--- src/sbsc_pkg.sv ---
// ----------------------------------------------------------------------------
// sbsc_pkg - scoreboard controller constants
// Register indexes, key bit positions and clock limits shared by the RTL.
// ----------------------------------------------------------------------------
package sbsc_pkg;

    // configuration register indexes
    localparam logic [2:0] REG_SHOT_RELOAD = 3'd0;
    localparam logic [2:0] REG_TICKS_PER_S = 3'd1;
    localparam logic [2:0] REG_GAME_ALARM  = 3'd2;
    localparam logic [2:0] REG_SHOT_ALARM  = 3'd3;
    localparam logic [2:0] REG_DEBOUNCE    = 3'd4;

    // key bit positions
    localparam int KEY_HOME       = 0;
    localparam int KEY_GUEST      = 1;
    localparam int KEY_CLOCK_GO   = 2;
    localparam int KEY_CLOCK_HALT = 3;
    localparam int KEY_SET        = 4;
    localparam int KEY_ADD        = 5;
    localparam int KEY_DEC        = 6;
    localparam int KEY_OVERTIME   = 7;
    localparam int KEY_SHOT_STOP  = 8;
    localparam int KEY_SHOT_RUN   = 9;

    // item kinds
    localparam logic ACT_TICK   = 1'b0;
    localparam logic ACT_SAMPLE = 1'b1;

    localparam logic [13:0] SCORE_MAX      = 14'd9999;
    localparam logic [12:0] GAME_ADD_LIMIT = 13'd5880;  // 99 min less one minute
    localparam logic [12:0] GAME_OT_LIMIT  = 13'd5640;  // 99 min less five minutes
    localparam logic [12:0] GAME_RESET     = 13'd600;
    localparam logic [12:0] MINUTE         = 13'd60;
    localparam logic [12:0] OVERTIME       = 13'd300;
    localparam logic [6:0]  SHOT_RESET     = 7'd24;

    localparam logic [6:0]  RELOAD_RESET   = 7'd24;
    localparam logic [15:0] TPS_RESET      = 16'd1000;
    localparam logic [11:0] GAME_AL_RESET  = 12'd3000;
    localparam logic [11:0] SHOT_AL_RESET  = 12'd1500;
    localparam logic [3:0]  DEBOUNCE_RESET = 4'd3;

    // alarm / 100 as (alarm * BLINK_RECIP) >> BLINK_SHIFT, exact for 12-bit alarm
    localparam logic [12:0] BLINK_RECIP = 13'd5243;
    localparam int          BLINK_SHIFT = 19;

endpackage

--- src/scoreboard_game_and_shot_clock_top.sv ---
// ----------------------------------------------------------------------------
// scoreboard_game_and_shot_clock_top - basketball scoreboard controller
// Debounced keys, saturating scores, game clock, shot clock and alarm blink.
// ----------------------------------------------------------------------------
// Usage:
//   Input channel (in_valid / in_stall) carries one item per beat: action 0 is
//   a millisecond tick, action 1 a raw sample of the ten keys. Every item
//   gives exactly one result beat on the output channel (out_valid /
//   out_stall) holding the scores, both clocks, run and set flags, the alarm
//   drive and the key events accepted by that item.
//   An accepted item passes through the input register, then the result
//   register. Throughput: one item per cycle unless out_stall holds a full
//   result register; the whole update is a single pass of logic between
//   the two registers, the alarm blink bit being one 12x13 constant multiply.
//   Stall: when the result register is full and out_stall is high, the item in
//   the input register waits and in_stall rises; nothing is dropped.
//   Reset (rst_n low, async): scores 0, game clock 600 s, shot clock 24 s,
//   clocks stopped, alarm count cleared, debounce history cleared, registers at their
//   defaults (reload 24, 1000 ticks/s, alarms 3000/1500 ticks, debounce 3).
//   Config writes (cfg_we, cfg_index, cfg_data) take effect at the clock edge;
//   the user must issue them only while the block is idle (not enforced).
// ----------------------------------------------------------------------------
module scoreboard_game_and_shot_clock_top (
    input  logic        clk,
    input  logic        rst_n,
    // configuration
    input  logic        cfg_we,
    input  logic [2:0]  cfg_index,
    input  logic [15:0] cfg_data,
    // input channel
    input  logic        in_valid,
    output logic        in_stall,
    input  logic        action,
    input  logic [9:0]  keys_pressed,
    // output channel
    output logic        out_valid,
    input  logic        out_stall,
    output logic [13:0] score_home,
    output logic [13:0] score_guest,
    output logic [12:0] game_seconds,
    output logic [6:0]  shot_seconds,
    output logic        game_running,
    output logic        shot_running,
    output logic        setting_mode,
    output logic        alarm_on,
    output logic [9:0]  key_events
);

    // configuration registers
    logic [6:0]  shot_reload_reg;
    logic [15:0] ticks_per_s_reg;
    logic [11:0] game_alarm_reg;
    logic [11:0] shot_alarm_reg;
    logic [3:0]  debounce_reg;

    // input stage
    logic        s1_valid_reg;
    logic        s1_action_reg;
    logic [9:0]  s1_keys_reg;

    // scoreboard state
    logic [13:0] home_reg,     home_next;
    logic [13:0] guest_reg,    guest_next;
    logic [12:0] game_reg,     game_next;
    logic [6:0]  shot_reg,     shot_next;
    logic        game_run_reg, game_run_next;
    logic        shot_run_reg, shot_run_next;
    logic        adjust_reg,   adjust_next;
    logic [11:0] alarm_reg,    alarm_next;
    logic [15:0] tick_reg,     tick_next;
    logic [9:0]  prev_reg,     prev_next;
    logic [9:0]  acc_reg,      acc_next;
    logic [3:0]  same_reg,     same_next;

    // result register
    logic        out_valid_reg;
    logic        alarm_on_reg;
    logic [9:0]  events_reg;

    logic        advance;
    logic [9:0]  ev;
    logic [15:0] tick_inc;
    logic [24:0] blink_prod;

    assign advance  = s1_valid_reg && (!out_valid_reg || !out_stall);
    assign in_stall = s1_valid_reg && out_valid_reg && out_stall;

    // ---------------- config port ----------------
    always_ff @(posedge clk or negedge rst_n)
    begin
        if (!rst_n)
        begin
            shot_reload_reg <= sbsc_pkg::RELOAD_RESET;
            ticks_per_s_reg <= sbsc_pkg::TPS_RESET;
            game_alarm_reg  <= sbsc_pkg::GAME_AL_RESET;
            shot_alarm_reg  <= sbsc_pkg::SHOT_AL_RESET;
            debounce_reg    <= sbsc_pkg::DEBOUNCE_RESET;
        end
        else if (cfg_we)
        begin
            case (cfg_index)
                sbsc_pkg::REG_SHOT_RELOAD: shot_reload_reg <= cfg_data[6:0];
                sbsc_pkg::REG_TICKS_PER_S: ticks_per_s_reg <= cfg_data;
                sbsc_pkg::REG_GAME_ALARM:  game_alarm_reg  <= cfg_data[11:0];
                sbsc_pkg::REG_SHOT_ALARM:  shot_alarm_reg  <= cfg_data[11:0];
                sbsc_pkg::REG_DEBOUNCE:    debounce_reg    <= cfg_data[3:0];
                default: ;
            endcase
        end
    end

    // ---------------- input register ----------------
    always_ff @(posedge clk or negedge rst_n)
    begin
        if (!rst_n)
        begin
            s1_valid_reg <= 1'b0;
        end
        else if (!in_stall)
        begin
            s1_valid_reg <= in_valid;
        end
    end

    always_ff @(posedge clk)
    begin
        if (in_valid && !in_stall)
        begin
            s1_action_reg <= action;
            s1_keys_reg   <= keys_pressed;
        end
    end

    // ---------------- item update ----------------
    assign tick_inc = tick_reg + 16'd1;

    always_comb
    begin
        home_next     = home_reg;
        guest_next    = guest_reg;
        game_next     = game_reg;
        shot_next     = shot_reg;
        game_run_next = game_run_reg;
        shot_run_next = shot_run_reg;
        adjust_next   = adjust_reg;
        alarm_next    = alarm_reg;
        tick_next     = tick_reg;
        prev_next     = prev_reg;
        acc_next      = acc_reg;
        same_next     = same_reg;
        ev            = '0;

        if (s1_action_reg == sbsc_pkg::ACT_SAMPLE)
        begin
            // debounce: a stable sample that differs from the accepted keys
            if (s1_keys_reg == prev_reg)
            begin
                if (same_reg < debounce_reg)
                begin
                    same_next = same_reg + 4'd1;
                end
                else if (s1_keys_reg != acc_reg)
                begin
                    ev       = s1_keys_reg & ~acc_reg;
                    acc_next = s1_keys_reg;
                end
            end
            else
            begin
                same_next = '0;
                prev_next = s1_keys_reg;
            end

            // events in fixed priority order; later ones see earlier updates
            if (ev[sbsc_pkg::KEY_HOME] && home_next < sbsc_pkg::SCORE_MAX)
                home_next = home_next + 14'd1;
            if (ev[sbsc_pkg::KEY_GUEST] && guest_next < sbsc_pkg::SCORE_MAX)
                guest_next = guest_next + 14'd1;
            if (ev[sbsc_pkg::KEY_CLOCK_GO])
            begin
                adjust_next = 1'b0;
                if (game_next != '0)
                    game_run_next = 1'b1;
            end
            if (ev[sbsc_pkg::KEY_CLOCK_HALT])
                game_run_next = 1'b0;
            if (ev[sbsc_pkg::KEY_SET])
            begin
                adjust_next   = !adjust_next;
                game_run_next = 1'b0;
                shot_run_next = 1'b0;
            end
            if (ev[sbsc_pkg::KEY_ADD] && adjust_next && game_next <= sbsc_pkg::GAME_ADD_LIMIT)
                game_next = game_next + sbsc_pkg::MINUTE;
            if (ev[sbsc_pkg::KEY_DEC] && adjust_next && game_next >= sbsc_pkg::MINUTE)
                game_next = game_next - sbsc_pkg::MINUTE;
            if (ev[sbsc_pkg::KEY_OVERTIME])
            begin
                if (game_next <= sbsc_pkg::GAME_OT_LIMIT)
                    game_next = game_next + sbsc_pkg::OVERTIME;
                game_run_next = 1'b0;
                shot_run_next = 1'b0;
                adjust_next   = 1'b0;
            end
            if (ev[sbsc_pkg::KEY_SHOT_STOP])
                shot_run_next = 1'b0;
            if (ev[sbsc_pkg::KEY_SHOT_RUN])
            begin
                shot_next     = shot_reload_reg;
                shot_run_next = 1'b1;
            end
        end
        else
        begin
            // millisecond tick
            tick_next = tick_inc;
            if (tick_inc >= ticks_per_s_reg)
            begin
                tick_next = '0;
                if (game_run_reg && game_reg != '0)
                begin
                    game_next = game_reg - 13'd1;
                    if (game_next == '0)
                    begin
                        game_run_next = 1'b0;
                        shot_run_next = 1'b0;
                        alarm_next    = game_alarm_reg;
                    end
                end
                if (shot_run_next && shot_reg != '0)
                begin
                    shot_next = shot_reg - 7'd1;
                    if (shot_next == '0)
                    begin
                        shot_run_next = 1'b0;
                        alarm_next    = shot_alarm_reg;
                    end
                end
            end
            if (alarm_next != '0)
                alarm_next = alarm_next - 12'd1;
        end
    end

    // blink bit: bit 0 of alarm / 100
    assign blink_prod = 25'(alarm_next) * 25'(sbsc_pkg::BLINK_RECIP);

    always_ff @(posedge clk or negedge rst_n)
    begin
        if (!rst_n)
        begin
            home_reg     <= '0;
            guest_reg    <= '0;
            game_reg     <= sbsc_pkg::GAME_RESET;
            shot_reg     <= sbsc_pkg::SHOT_RESET;
            game_run_reg <= 1'b0;
            shot_run_reg <= 1'b0;
            adjust_reg   <= 1'b0;
            alarm_reg    <= '0;
            tick_reg     <= '0;
            prev_reg     <= '0;
            acc_reg      <= '0;
            same_reg     <= '0;
        end
        else if (advance)
        begin
            home_reg     <= home_next;
            guest_reg    <= guest_next;
            game_reg     <= game_next;
            shot_reg     <= shot_next;
            game_run_reg <= game_run_next;
            shot_run_reg <= shot_run_next;
            adjust_reg   <= adjust_next;
            alarm_reg    <= alarm_next;
            tick_reg     <= tick_next;
            prev_reg     <= prev_next;
            acc_reg      <= acc_next;
            same_reg     <= same_next;
        end
    end

    // ---------------- result register ----------------
    always_ff @(posedge clk or negedge rst_n)
    begin
        if (!rst_n)
        begin
            out_valid_reg <= 1'b0;
        end
        else if (advance)
        begin
            out_valid_reg <= 1'b1;
        end
        else if (!out_stall)
        begin
            out_valid_reg <= 1'b0;
        end
    end

    always_ff @(posedge clk)
    begin
        if (advance)
        begin
            alarm_on_reg <= blink_prod[sbsc_pkg::BLINK_SHIFT];
            events_reg   <= ev;
        end
    end

    // state registers only move on advance, so they mirror the held result
    assign out_valid    = out_valid_reg;
    assign score_home   = home_reg;
    assign score_guest  = guest_reg;
    assign game_seconds = game_reg;
    assign shot_seconds = shot_reg;
    assign game_running = game_run_reg;
    assign shot_running = shot_run_reg;
    assign setting_mode = adjust_reg;
    assign alarm_on     = alarm_on_reg;
    assign key_events   = events_reg;

endmodule
--- config.mk ---
export PLATFORM = sky130hd
export DESIGN_NAME = scoreboard_game_and_shot_clock_top
export DESIGN_NICKNAME = d
export VERILOG_FILES = /design/src/sbsc_pkg.sv /design/src/scoreboard_game_and_shot_clock_top.sv
export SDC_FILE = /design/constraint.sdc
export NUM_CORES = 1
export LEC_CHECK = 0
export BUFFER_PORTS_ARGS = -buffer_cell sky130_fd_sc_hd__buf_2
export CAP_MARGIN = 25
export CORE_MARGIN = 4
export CORE_UTILIZATION = 68
export CTS_BUF_LIST = sky130_fd_sc_hd__clkbuf_8
export DETAILED_ROUTE_END_ITERATION = 16
export PLACE_DENSITY_LB_ADDON = 0.05
export SYNTH_ARGS = -nofsm -noshare
export SYNTH_HDL_FRONTEND = slang
export SYNTH_SLANG_ARGS = --single-unit
export TNS_END_PERCENT = 1
--- constraint.sdc ---
create_clock -name clk -period 24.7 [get_ports clk]
set_input_delay 1.235 -clock clk [delete_from_list [all_inputs] [get_ports clk]]
set_output_delay 1.235 -clock clk [all_outputs]
set_load 0.02 [all_outputs]
[Yosys cells after proc, flatten, opt, wreduce, memory -nomap -nowiden]
Cells that the tools add are included.
Word-level totals
  logic and storage cells: 157
  bits in registers: 178
Operators by class
  multipliers: 1
  eq/ne operators: 12
  bitwise logic cells: 5
  reduce and logical (&&, ||, !) cells: 43
  order comparisons: 7
  multiplexer cells: 56
  add/subtract/negate cells: 10
Operator list (count)
  $mux W13: 9
  $mux W12: 8
  $mux W10: 4
  $add A14 B1 Y14 const B: 2
  $lt A14 B14 Y1 const B: 2
  $mux W1: 28
  $mux W7: 4
  $le A13 B13 Y1 const B: 2
  $mul A12 B13 Y20 const B: 1
  $reduce_and A3 Y1: 6
  $add A16 B1 Y16 const B: 1
  $ge A16 B16 Y1: 1
  $mux W16: 1
  $ne A5 B1 Y1 const B: 3
  $reduce_and A2 Y1: 7
  $add A13 B6 Y13 const B: 1
  $add A13 B9 Y13 const B: 1
  $ge A13 B6 Y1 const B: 1
  $logic_not A13 Y1: 1
  $reduce_bool A13 Y1: 1
  $sub A13 B1 Y13 const B: 1
  $sub A13 B6 Y13 const B: 1
  $logic_and A1 B1 Y1: 12
  $reduce_bool A12 Y1: 1
  23 further kinds: 35

[Depth between registers and ports, before layout]
  depth after elaboration: 23
  depth in mapped cells: 43
  mapped depth without buffers: 40

[Worst setup path before layout]
OpenSTA, ideal clock, no wires.
  kind: register -> register
  start point: register tick_reg[2]
  end point: register alarm_on_reg, in the netlist alarm_on (data pin)
  data arrival time: 8.793 ns
  cell stages (with the launch flop): 42
  path buffers: 3
  setup time: 0.268 ns
  clock period less this slack: 9.060 ns
  path slack: 15.640 ns
  path through: dfrtp_1 and3_1 and3_1 clkbuf_1 and4_1 clkbuf_1 nand3_1 xnor2_1 ha_1 a21o_1 a21o_1 a21oi_1 o21ai_0 a31oi_1 a21oi_1 buf_2 o21ai_0 ha_1 (+6 left out) fa_1 inv_1 ha_1 fa_1 fa_1 inv_1 fa_1 inv_1 ha_1 a2111oi_0 o21ai_0 o2111ai_1 nand2_1 a21oi_1 o21ai_0 o21ai_0 xnor2_1 xnor3_1
Between the ends
  word-level cells in the longest chain between the ends: 8
RTL lines
  from (decl): line scoreboard_game_and_shot_clock_top.sv:70  | logic [15:0] tick_reg, tick_next;
  from (signal assigned): line scoreboard_game_and_shot_clock_top.sv:275  | tick_reg <= tick_next;
  $add A16 B1 Y16 (*): line scoreboard_game_and_shot_clock_top.sv:135  | assign tick_inc = tick_reg + 16'd1;
  $ge A16 B16 Y1 (*): line scoreboard_game_and_shot_clock_top.sv:217  | if (tick_inc >= ticks_per_s_reg)
  $mux W12 (*): line scoreboard_game_and_shot_clock_top.sv:217
  $mux W12 (*): line scoreboard_game_and_shot_clock_top.sv:153  | if (s1_action_reg == sbsc_pkg::ACT_SAMPLE)
  $sub A12 B1 Y12 / $reduce_bool A12 Y1 (equally long branches): line scoreboard_game_and_shot_clock_top.sv:241, scoreboard_game_and_shot_clock_top.sv:240
  $mux W12 (*): line scoreboard_game_and_shot_clock_top.sv:240  | if (alarm_next != '0)
  $mux W12 (*): line scoreboard_game_and_shot_clock_top.sv:153
  $mul A12 B13 Y20 (*): line scoreboard_game_and_shot_clock_top.sv:246  | assign blink_prod = 25'(alarm_next) * 25'(sbsc_pkg::BLINK_RECIP);
  net blink_prod[19]: line scoreboard_game_and_shot_clock_top.sv:83  | logic [24:0] blink_prod;
  to (signal assigned): line scoreboard_game_and_shot_clock_top.sv:303  | alarm_on_reg <= blink_prod[sbsc_pkg::BLINK_SHIFT];
  to (decl): line scoreboard_game_and_shot_clock_top.sv:77  | logic alarm_on_reg;
The timed path passes the listed nets; every way through them passes the cells marked *. The select of a mux whose other input is x is not followed.
A chain may end at the register's enable or synchronous reset.

[Worst setup path in the final report]
  start point: register game_reg[2], in the netlist game_seconds[2]
  end point: register alarm_on_reg, in the netlist alarm_on (data pin)
Between the ends
  word-level cells in the longest chain between the ends: 14
RTL lines
  from (decl): line scoreboard_game_and_shot_clock_top.sv:64  | logic [12:0] game_reg, game_next;
  from (signal assigned): line scoreboard_game_and_shot_clock_top.sv:254  | game_reg <= sbsc_pkg::GAME_RESET;
  from (signal assigned): line scoreboard_game_and_shot_clock_top.sv:269  | game_reg <= game_next;
  $sub A13 B1 Y13: line scoreboard_game_and_shot_clock_top.sv:222  | game_next = game_reg - 13'd1;
  $logic_not A13 Y1: line scoreboard_game_and_shot_clock_top.sv:223  | if (game_next == '0)
  $mux W1: line scoreboard_game_and_shot_clock_top.sv:223
  $mux W1: line scoreboard_game_and_shot_clock_top.sv:220  | if (game_run_reg && game_reg != '0)
  $mux W1: line scoreboard_game_and_shot_clock_top.sv:217
  $mux W1: line scoreboard_game_and_shot_clock_top.sv:153
  $logic_and A1 B1 Y1: line scoreboard_game_and_shot_clock_top.sv:230  | if (shot_run_next && shot_reg != '0)
  $mux W12 (*): line scoreboard_game_and_shot_clock_top.sv:230
  $mux W12 (*): line scoreboard_game_and_shot_clock_top.sv:217
  $mux W12 (*): line scoreboard_game_and_shot_clock_top.sv:153
  $sub A12 B1 Y12 / $reduce_bool A12 Y1 (equally long branches): line scoreboard_game_and_shot_clock_top.sv:241, scoreboard_game_and_shot_clock_top.sv:240
  $mux W12 (*): line scoreboard_game_and_shot_clock_top.sv:240
  $mux W12 (*): line scoreboard_game_and_shot_clock_top.sv:153
  $mul A12 B13 Y20 (*): line scoreboard_game_and_shot_clock_top.sv:246
  net blink_prod[19]: line scoreboard_game_and_shot_clock_top.sv:83
Marked as above.

==> results.sh <==
export IMPL_outcome="finished, final reports clean"
export IMPL_num_rows=50
export IMPL_ys_warn_count=0
export IMPL_crit_arrival_ns=10.45
export IMPL_hold_start="prev_reg[6]"
export IMPL_die_x_um=147.8
export IMPL_numClockSinks=178
export IMPL_synth_area_leaders="dfrtp_1 24%, ha_1 10%, fa_1 6.5%"
export IMPL_slew_headroom=0.3295
export IMPL_ys_ff_latch=178
export IMPL_syn_inst=1398
export IMPL_hpwl_um=22720
export IMPL_ioPinCount=99
export IMPL_cp_end_kind="flop"
export IMPL_path_depth=34
export IMPL_wl_um=30220
export IMPL_met2WireLength_um=13880
export IMPL_wl_per_cell_um=17.38
export IMPL_grt_max_degree=81
export IMPL_die_area_um2=21830
export IMPL_crit_end="alarm_on"
export IMPL_tns_ns=0
export IMPL_leakagePower_uw=0.006957
export IMPL_numPortBuffers=98
export IMPL_cts_root_buffer="clkbuf_8"
export IMPL_synth_area_um2=13280
export IMPL_synth_fa_ha_area_frac=0.1666
export IMPL_period_needed_ns=10.25
export IMPL_layout_nets=1652
export IMPL_synth_seq_area_share=0.3465
export IMPL_cts_resized=0
export IMPL_rsz0062_at_grt="no"
export IMPL_yosysMostFrequentCell="nand2_1"
export IMPL_muxShareOfSynthArea=0.07066
export IMPL_grt_pass1_vias=10520
export IMPL_drv_slew=0
export IMPL_synth_top_cells_by_count="156 x nand2_1, 139 x inv_1, 126 x dfrtp_1"
export IMPL_synth_compound_area_share=0.1123
export IMPL_r2r_start="game_seconds[2]"
export IMPL_yosys_area_top_type="dfrtp_1"
export IMPL_rrSetupSlack_ns=14.45
export IMPL_start_util=0.7006
export IMPL_wl_met3_um=2242
export IMPL_async_flop_share=0.8764
export IMPL_clkLatencyLatePin_ns=0.46
export IMPL_total_power_uw=1397
export IMPL_ir_drop_v=0.0001003
export IMPL_syn_to_final_growth_pct=8.055
export IMPL_crit_family="adder cells"
export IMPL_synthSimpleGateAreaFrac=0.1803
export IMPL_avgSynthCellArea_um2=9.499
export IMPL_synth_cell_types=89
export IMPL_multi_input_area_um2=7921
export IMPL_worst_pin_slew_ns=1.006
export IMPL_regArea_um2=4602
export IMPL_synth_top_area_frac=0.2374
export IMPL_drcViolationCount=0
export IMPL_min_period_over_period=0.4149
export IMPL_cts_buffers=17
export IMPL_critPathRequiredTime_ns=24.91
export IMPL_crit_path_max_incr_delay_ns=0.90
export IMPL_syn_nets=1584
export IMPL_wl_met1_um=13500
export IMPL_finalHoldViolCount=0
export IMPL_ant_nets=0
export IMPL_num_vias=10580
export IMPL_first_iter_violations=827
export IMPL_track_usage=0.2878
export IMPL_powerDensity_nw_per_um2=97.34
export IMPL_crit_type="flop to flop"
export IMPL_setup_viol=0
export IMPL_routed_top_layer="met4"
export IMPL_core_area_um2=18960
export IMPL_synth_ff_type="dfrtp_1"
export IMPL_slowest_stage="a21oi_1"
export IMPL_grt_overflow=0
export IMPL_reg2reg_depth=34
export IMPL_synth_top_family_by_area="simple AND/OR/NAND/NOR gates"
export IMPL_grt_pass1_wl_um=51660
export IMPL_synth_edf_count=22
export IMPL_cts_tree="done"
export IMPL_cts_max_path_buffers=2
export IMPL_antennaDiodeCount=0
export IMPL_cp_num_buf_inv=4
export IMPL_fin_skew_ns=0.01984
export IMPL_hold_class="flop to flop"
export IMPL_fillers=1431
export IMPL_rr_endpoint="alarm_on"
export IMPL_drive_above_1_share=0.1832
export IMPL_hold_slack_ns=0.5050
export IMPL_htreeDepth=4
export IMPL_die_height_um=147.8
export IMPL_clk_pin_slew_ns=0.11
export IMPL_antenna_found_initial=0
export IMPL_cp_max_fo=15
export IMPL_postCtsSetupBuffers=0
export IMPL_cp_startpoint="game_seconds[2]"
export IMPL_firstDrtPassIters=5
export IMPL_worstSetupStartpointType="flop"
export IMPL_hold_buffers=0
export IMPL_gp_congestion=0.9494
export IMPL_synth_xor_area_frac=0.06501
export IMPL_max_freq_ghz=0.09759
export IMPL_drv_cap=0
export IMPL_via_per_inst=6.085
-- routing by layer --
| layer | up-vias | track usage |
|---|---|---|
| li1 | 5006 | - |
| met1 | 5132 | 0.4135 |
| met2 | 391 | 0.4490 |
| met3 | 52 | 0.05733 |
| met4 | 0 | 0.08201 |
| met5 | - | 0 |
-- final cells by class --
| cell class | count | area share |
|---|---|---|
| clock buffers | 17 | 0.01630 |
| clock inverters | 15 | 0.01099 |
| inverters | 140 | 0.03662 |
| multi-input cells | 1022 | 0.5520 |
| flip-flops and latches | 178 | 0.3207 |
| well taps | 260 | 0.02267 |
| repair buffers | 107 | 0.04072 |
-- power by group --
group          internal, µW  switching (µW)  leakage, µW
clock                  75.8             122     0.000193
combinational           326             475      0.00458
sequential              346            52.4      0.00219
total                   748             649      0.00696
-- worst min path at each step --
stage          cells after the start  slack, ns                end
6_report                           2       0.51        prev_reg[6]
5_1_grt                            1       0.52  shot_alarm_reg[0]
4_1_cts                            2       0.51        prev_reg[0]
3_5_place_dp                       2       0.48        prev_reg[6]
3_3_place_gp                       1       0.48          out_valid
2_1_floorplan                      1       0.46          out_valid
-- layout by cell type (no fill, tap or decap), types with 43 or more instances in the layout --
| cell type | synthesis | layout |
|---|---|---|
| nand2_1 | 156 | 156 |
| dfrtp_1 | 126 | 126 |
| fa_1 | 43 | 43 |
| a21oi_1 | 43 | 43 |
| ha_1 | 108 | 108 |
| o21ai_0 | 88 | 88 |
| inv_1 | 139 | 139 |
| xnor2_1 | 48 | 48 |
| xor2_1 | 48 | 48 |
| mux2_2 | 69 | 69 |
| nor2_1 | 62 | 62 |
| buf_2 | 10 | 97 |
-- cell families after synthesis --
| group | Yosys count |
|---|---|
| compound gates | 234 |
| mux | 85 |
| xor+xnor | 97 |
| simple gates | 455 |
| fa+ha+maj | 151 |
| flops | 178 |
| buf+inv | 198 |
-- metrics by stage --
stage                     instances  instance area, µm²  setup slack [ns]  utilization
after global placement         1706               13930             14.99       0.7349
after floorplan                1398               13280             15.64            -
after global routing           1739               14350             13.54       0.7570
after detailed placement       1706               13930             14.63       0.7349
final                          1739               14350             14.45       0.7570
after CTS                      1738               14320             14.60       0.7556
-- worst register-to-register path: cells and delay by family, from the launching register on --
kind,cells,cell delay [ns]
XOR/XNOR,3,0.65
multiplexers,1,0.14
adder cells (fa/ha/maj),8,3.47
buffers and inverters,4,0.40
flip-flops,1,0.55
AND/OR/NAND/NOR,8,2.03
AO/OA/AOI/OAI,10,2.78
(Power assumes the default switching activity.)
